File: config.mk
export PLATFORM = sky130hd
export DESIGN_NAME = abbb_ctrl
export DESIGN_NICKNAME = d
export VERILOG_FILES = /design/src/hw/rtl/abbb_pkg.sv /design/src/hw/rtl/abbb_ctrl.sv
export SDC_FILE = /design/constraint.sdc
export NUM_CORES = 1
export LEC_CHECK = 0
export ABC_AREA = 1
export BUFFER_PORTS_ARGS = -buffer_cell sky130_fd_sc_hd__buf_2
export CAP_MARGIN = 5
export CORE_AREA = 2 2 39 41
export CTS_BUF_LIST = sky130_fd_sc_hd__clkbuf_16
export CTS_CLUSTER_SIZE = 24
export DETAILED_ROUTE_END_ITERATION = 8
export DIE_AREA = 0 0 41 43
export PLACE_DENSITY_LB_ADDON = 0.12
export SYNTH_ARGS = -nofsm -noshare
export SYNTH_HDL_FRONTEND = slang
export SYNTH_SLANG_ARGS = --single-unit
File: constraint.sdc
create_clock -name i_clk -period 2.1 [get_ports i_clk]
set_clock_uncertainty 0.1 [all_clocks]
set_input_delay 0.21 -clock i_clk [delete_from_list [all_inputs] [get_ports i_clk]]
set_output_delay 0.21 -clock i_clk [all_outputs]
set_load 0.02 [all_outputs]
File: src/hw/rtl/abbb_pkg.sv
// shared constants, types and ring-pointer helpers of the alternating-bit byte bridge
// depends on nothing; imported by every module of the block except abbb_ram
package abbb_pkg;

    localparam int RING_DEPTH   = 2048;
    localparam int CHUNK_MAX    = 32;
    localparam int CREDIT_SHIFT = 4;
    localparam int CREDIT_MAX   = 255;
    localparam int PTR_W        = $clog2(RING_DEPTH);
    localparam int LEN_W        = $clog2(CHUNK_MAX + 1);

    typedef logic [PTR_W-1:0] t_ptr;
    typedef logic [PTR_W:0]   t_sum;
    typedef logic [LEN_W-1:0] t_len;

    typedef enum logic [1:0] {
        CMD_HDR   = 2'd0,
        CMD_DATA  = 2'd1,
        CMD_READ  = 2'd2,
        CMD_WRITE = 2'd3
    } t_cmd;

    typedef enum logic [1:0] {
        KIND_HDR   = 2'd0,
        KIND_BYTE  = 2'd1,
        KIND_READ  = 2'd2,
        KIND_WRITE = 2'd3
    } t_kind;

    // controller to datapath
    typedef struct packed {
        logic latch;
        logic exec;
        logic emit_host;
        logic emit_hdr;
        logic emit_byte;
    } t_dp_cmd;

    // datapath to controller
    typedef struct packed {
        t_cmd cmd;
        logic oversize;
        logic len_zero;
        logic pend_one;
        logic flight_zero;
        logic ofs_last;
        logic out_free;
    } t_dp_stat;

    function automatic t_ptr ptr_inc(t_ptr p);
        return (p == t_ptr'(RING_DEPTH - 1)) ? '0 : p + t_ptr'(1);
    endfunction

    function automatic t_ptr ptr_add(t_ptr p, t_len n);
        t_sum s;
        s = t_sum'(p) + t_sum'(n);
        if (s >= t_sum'(RING_DEPTH)) begin
            s = s - t_sum'(RING_DEPTH);
        end
        return s[PTR_W-1:0];
    endfunction

    function automatic t_ptr ring_used(t_ptr head, t_ptr tail);
        t_sum s;
        s = t_sum'(head) + t_sum'(RING_DEPTH) - t_sum'(tail);
        return (head >= tail) ? head - tail : s[PTR_W-1:0];
    endfunction

    function automatic logic [7:0] credit_of(t_ptr free_bytes);
        logic [31:0] c;
        c = 32'(free_bytes) >> CREDIT_SHIFT;
        return (c > 32'(CREDIT_MAX)) ? 8'(CREDIT_MAX) : c[7:0];
    endfunction

endpackage

File: src/hw/rtl/abbb_ctrl.sv
// sequencing state machine: accept, execute, host answer, response run
// depends on abbb_pkg; drives the datapath through t_dp_cmd
module abbb_ctrl
    import abbb_pkg::*;
(
    input  logic     i_clk,
    input  logic     i_rst_n,
    input  logic     i_in_valid,
    output logic     o_in_ready,
    input  t_dp_stat i_stat,
    output t_dp_cmd  o_cmd
);

    typedef enum logic [4:0] {
        S_IDLE  = 5'b00001,
        S_EXEC  = 5'b00010,
        S_HOST  = 5'b00100,
        S_RHDR  = 5'b01000,
        S_RBYTE = 5'b10000
    } t_state;

    t_state r_state;
    t_state n_state;

    always_comb begin
        n_state = r_state;
        o_cmd   = '0;
        case (r_state)
            S_IDLE: begin
                if (i_in_valid) begin
                    o_cmd.latch = 1'b1;
                    n_state     = S_EXEC;
                end
            end
            S_EXEC: begin
                o_cmd.exec = 1'b1;
                case (i_stat.cmd)
                    CMD_HDR: begin
                        n_state = (!i_stat.oversize && i_stat.len_zero) ? S_RHDR : S_IDLE;
                    end
                    CMD_DATA: begin
                        n_state = i_stat.pend_one ? S_RHDR : S_IDLE;
                    end
                    default: begin
                        n_state = S_HOST;
                    end
                endcase
            end
            S_HOST: begin
                if (i_stat.out_free) begin
                    o_cmd.emit_host = 1'b1;
                    n_state         = S_IDLE;
                end
            end
            S_RHDR: begin
                if (i_stat.out_free) begin
                    o_cmd.emit_hdr = 1'b1;
                    n_state        = i_stat.flight_zero ? S_IDLE : S_RBYTE;
                end
            end
            S_RBYTE: begin
                if (i_stat.out_free) begin
                    o_cmd.emit_byte = 1'b1;
                    n_state         = i_stat.ofs_last ? S_IDLE : S_RBYTE;
                end
            end
            default: begin
                n_state = S_IDLE;
            end
        endcase
    end

    always_ff @(posedge i_clk) begin
        if (!i_rst_n) begin
            r_state <= S_IDLE;
        end else begin
            r_state <= n_state;
        end
    end

    assign o_in_ready = (r_state == S_IDLE);

endmodule

==> results_dict.tcl, run 1 <==
set metrics [dict create \
    cts_hold_buf 0 \
    hpwl_um 806.3 \
    grt_pass1_wl_um 1704 \
    dieArea_mm2 0.001763 \
    die_y_um 43 \
    worst_pin_slew_ps 238.6 \
    post-place-cells 102 \
    hold_viol_final 0 \
    syn_nets 81 \
    synth_area_per_cell_um2 5.773 \
    fin_area_um2 583.1 \
    worstSetupPathType "register to output pin" \
    hold_path_class "input pin to register" \
    yosys.area.top_type "dfxtp_1" \
    clock-sinks 5 \
    fin_util_pct 42.13 \
    grt_usage_pct 14.69 \
    diodes 0 \
    top_register "r_state" \
    cp-start-kind "register" \
    coreArea_mm2 0.001384 \
    holdWs_ps 127.6 \
    rsz0062_at_grt "false" \
    synth.distinct_cells 13 \
    fillers 156 \
    max_freq_ghz 0.6489 \
    synth_top_area_share_pct 24.77 \
    cts_buffers 3 \
    relSlewSlack_pct 84.07 \
    rows 14 \
    vias 506 \
    power_leakage_nw 0.3341 \
    final.setup.worst_slack_ps 558.8 \
    wl_per_cell_um 9.906 \
    grt_pass1_vias 463 \
    postCtsSetupBuffers 0 \
    clkLatencyLatePin_ps 230 \
    clk_path_buf_depth 2 \
    most-common-layout-cells "buf_2, nand2_1, inv_1" \
    irDropWorstVdd_mv 0.3522 \
    finalSetupViolations 0 \
    initialDrtViolationCount 7 \
    overflow 0 \
    largest_reg_flops 5 \
    viasPerCell 4.774 \
    grt_max_degree 10 \
    finalSetupTns_ps 0 \
    reg_top3 "r_state: 5 flops" \
    die_w_um 41 \
    io_buffer_count 16 \
    drc 0 \
    cp_max_fo 6 \
    status "finished, final reports clean" \
    place_congestion 0.7177 \
    initial_utilization_pct 29.20 \
    dr.pass1.iters 4 \
    pin_count 17 \
    synth_area_leaders "dfxtp_1, nand2_1, inv_1" \
    areaGrowthSynthToFinish_pct 44.27 \
    fin_crit_sh_pct 73.39 \
    grt_antenna_before_repair 0 \
    seq_area_frac_synth_pct 24.77 \
    maxCapViolations 0 \
    ant_nets 0 \
    netlist_instances 70 \
    htree_levels 1 \
    fin_nets 102 \
    wl_um 1050 \
    ys_warn_count 0 \
    fin_cells 106 \
    post_cts_resized 0 \
    finalPower_mw 0.5642 \
    pre_cts_slack_ps 820.7 \
    final_common_cell "buf_2" \
    path_clk_slew_ps 30 \
    drive_gt1_share_pct 26.67 \
    end_kind "output pin" \
    period_minus_slack_ps 1541 \
    ys_ff_latch 5 \
    cts_tree "built" \
    synth_area_um2 404.1 \
    powerDensity_mw_per_mm2 967.7 \
    critPathRequiredTime_ps 1790 \
    cp.arrival_ps 1230 \
    placed_area_um2 504.2 \
    root_buffer "clkbuf_16" \
    maxSlewViolCount 0 \
]
-- cell usage after synthesis --
| cell | n |
|---|---|
| nand2_1 | 15 |
| inv_1 | 13 |
| nor2_1 | 12 |
| nand4_1 | 7 |
| nand3_1 | 6 |
| dfxtp_1 | 5 |
| a21oi_1 | 2 |
| nor2_2 | 2 |
| nor2_4 | 2 |
| o21ai_0 | 2 |
| o21ai_1 | 2 |
| nand3_2 | 1 |
| nor3_1 | 1 |
-- cell type report --
class                   instances  area, um2  share of cell area, %
flip-flops and latches          5      100.1                  17.17
well taps                      16      20.02                  3.433
clock inverters                 1      3.754                 0.6438
inverters                      13      48.80                  8.369
multi-input cells              52      255.2                  43.78
repair buffers                 16      80.08                  13.73
clock buffers                   3      75.07                  12.88
-- layer usage --
layer,vias up,global-route usage [%],part of all wire (%)
met5,-,0,0
met4,0,12.00,3.4
met3,4,3.141,7.0
met2,18,22.81,47
met1,216,15.86,43
li1,268,-,-
-- report_power, final --
| part | total [mW] | internal, mW | switching (mW) |
|---|---|---|---|
| Clock | 0.310 | 0.247 | 0.0631 |
| Combinational | 0.137 | 0.0467 | 0.0899 |
| Sequential | 0.118 | 0.106 | 0.0119 |
| Total | 0.564 | 0.399 | 0.165 |
-- cell families after synthesis --
group	after synthesis	share of synthesized area, %
and+or+nand+nor	46	55.72
AOI/OAI and AO/OA	6	7.431
buffers and inverters	13	12.08
DFF	5	24.77
-- critical path, stage by stage, from the launching register on --
cell     delay (ps)
dfxtp_1         360
nor2_4          170
nand2_1         100
nor2_2          180
buf_2           200
-- path summary, 6_finish.rpt --
| kind | from | endpoint | slack, ps | depth (start not counted) |
|---|---|---|---|---|
| worst max-delay path | r_state[3]$_SDFFE_PN0P_ | o_cmd[3] | 560 | 4 |
| worst min-delay path | i_rst_n | r_state[4]$_SDFFE_PN0P_ | 130 | 3 |
| worst max register to register | r_state[4]$_SDFFE_PN0P_ | r_state[4]$_SDFFE_PN0P_ | 820 | 7 |
| worst min register to register | r_state[4]$_SDFFE_PN0P_ | r_state[4]$_SDFFE_PN0P_ | 460 | 2 |
(Power assumes the default switching activity.)
==> run 2: changes to the inputs <==
clock period = 1.4 ns   (was 2.1 ns; I/O delays follow)
==> run 2 against run 1 <==
Against the previous run:
- sequential share of layout area decreased by 1.3 points
- critical path depth unchanged
- hold slack got worse by 82 ps
- first-iteration DRC count unchanged
- worst setup slack got worse by 500 ps
- total power increased by 63%
- final area increased by 15%
- count of clock-buffer cells in the layout unchanged
- global-route usage increased by 0.89 points
- combinational power increased by 96%
- sequential power increased by 56%
==> results_dict.tcl, run 2 (synthesized netlist as in run 1, its figures left out) <==
set metrics [dict create \
    status "finished, final reports clean" \
    pwr-share-comb_pct 29.2 \
    swShare_pct 29.02 \
    period_minus_slack_ps 1346 \
    grt_antenna_before_repair 0 \
    worstHoldPathCells 3 \
    areaGrowthSynthToFinish_pct 65.63 \
    finalSetupTns_ps 0 \
    viasPerCell 4.434 \
    powerDensity_mw_per_mm2 1371 \
    hold_viol_final 0 \
    grt_pass1_wl_um 1821 \
    most-common-layout-cells "nand2_1, inv_1, buf_2" \
    max_freq_ghz 0.7430 \
    r2r_end "r_state[4]$_SDFFE_PN0P_" \
    cell_internal_pwr_mw 0.6515 \
    htree_levels 1 \
    maxSlewViolCount 0 \
    hold_path_class "input pin to register" \
    clock-sinks 5 \
    worst_pin_slew_ps 174.5 \
    r2r_cells 9 \
    place_congestion 0.7172 \
    rsz0062_at_grt "true" \
    wl_per_cell_um 9.566 \
    path_clk_slew_ps 30 \
    top_register "r_state" \
    holdWs_ps 45.34 \
    fin_crit_sh_pct 96.13 \
    io_buffer_count 16 \
    hold_end "r_state[4]$_SDFFE_PN0P_" \
    power.net_switching_mw 0.2664 \
    reg_top3 "r_state: 5 flops" \
    grt_max_degree 7 \
    cp-start-kind "register" \
    maxCapViolations 0 \
    diodes 0 \
    timing.rr.start "r_state[1]$_SDFFE_PN0P_" \
    clkLatencyLatePin_ps 230 \
    fin_area_um2 669.4 \
    pin_count 17 \
    critPathSlowestCell "dfxtp_2" \
    final_common_cell "nand2_1" \
    pre_cts_slack_ps 151.4 \
    ant_nets 0 \
    die_w_um 41 \
    coreArea_mm2 0.001384 \
    drc 0 \
    clk_path_buf_depth 2 \
    power_leakage_nw 0.3729 \
    end_kind "output pin" \
    cts_tree "built" \
    relSlewSlack_pct 88.35 \
    initial_utilization_pct 29.20 \
    root_buffer "clkbuf_16" \
    vias 501 \
    max_stage_delay_ps 340 \
    largest_reg_flops 5 \
    wl_um 1081 \
    fin_nets 109 \
    placed_area_um2 504.2 \
    final.setup.worst_slack_ps 54.13 \
    cp.arrival_ps 1110 \
    dr.pass1.iters 4 \
    grt_usage_pct 15.58 \
    clkPwrFrac_pct 50.8 \
    r2r_setup_slack_ps 90 \
    dieArea_mm2 0.001763 \
    irDropWorstVdd_mv 0.6160 \
    finalSetupViolations 0 \
    cp_max_fo 5 \
    worstSetupPathType "register to output pin" \
    rows 14 \
    cts_buffers 3 \
    overflow 0 \
    drive_gt1_share_pct 42.27 \
    cp_cell_sequence "nor2_4 -> nand3_1 -> nor2_1 -> buf_4" \
    grt_pass1_vias 496 \
    hold_start "i_rst_n" \
    hpwl_um 854.8 \
    seq_power_share_pct 20.1 \
    initialDrtViolationCount 7 \
    critPathRequiredTime_ps 1160 \
    die_y_um 43 \
]
## run 2: changes by cell type in the layout (fill, tap and decap cells not counted)
cell,previous run,this run
inv_2,0,2
inv_1,14,12
dfxtp_1,5,0
nor2_1,12,9
nor2_4,2,4
buf_4,0,11
nor2_2,2,3
buf_2,16,12
dfxtp_2,0,5
## run 2: power groups by stage
stage / clock network [mW] / logic [mW] / registers [mW]
after global routing: 0.475 / 0.302 / 0.187
after global placement: 0 / 0.205 / 0.178
after detailed placement: 0 / 0.205 / 0.178
final: 0.466 / 0.268 / 0.184
after CTS: 0.469 / 0.241 / 0.177
after floorplan: 0 / 0.147 / 0.176
## run 2: metrics by stage
step | total power, mW | instances | util (%)
floorplan | 0.3234 | 70 | -
global placement | 0.3835 | 102 | 36.44
detailed placement | 0.3831 | 102 | 36.44
CTS | 0.8868 | 111 | 45.66
global route | 0.9634 | 113 | 48.37
finish | 0.9179 | 113 | 48.37
## run 2: worst max path at each step
stage	startpoint	end	slack, ps
5_1_grt	r_state[2]$_SDFFE_PN0P_	o_cmd[1]	-30
3_5_place_dp	r_state[0]$_SDFFE_PN1P_	r_state[0]$_SDFFE_PN1P_	150
2_1_floorplan	r_state[3]$_SDFFE_PN0P_	r_state[0]$_SDFFE_PN1P_	160
6_report	r_state[1]$_SDFFE_PN0P_	o_cmd[0]	50
4_1_cts	r_state[3]$_SDFFE_PN0P_	o_cmd[0]	-0.06
3_3_place_gp	r_state[0]$_SDFFE_PN1P_	r_state[0]$_SDFFE_PN1P_	120
## run 2: critical path: cells and delay by family (launching register included)
family | cells | cell delay, ps
flops | 1 | 340
buf+inv | 1 | 140
simple gates | 3 | 390
## run 2: area by class of cell
type / count / area (um2)
clock buffer: 3 / 75.07
fill: 152 / 714.4
sequential: 5 / 106.4
timing repair buffer: 23 / 142.6
clock inverter: 1 / 3.754
multi-input combinational: 52 / 272.8
tap: 16 / 20.02
inverter: 13 / 48.80
## run 2: what timing repair did
action,in CTS,in global routing
endpoints found under the hold margin,0,0
buffers inserted,5,2
hold buffers,0,0
endpoints found under the setup margin,5,8
gates resized for setup,4,12
pin swaps,3,3
## run 2: metal layers
metal / GRT usage [%] / share of wire [%] / vias to the layer above
met3: 1.571 / 5.8 / 4
met5: 0 / 0 / -
met4: 14.00 / 3.2 / 0
met2: 23.13 / 45 / 16
li1: - / - / 280
met1: 18.39 / 46 / 201
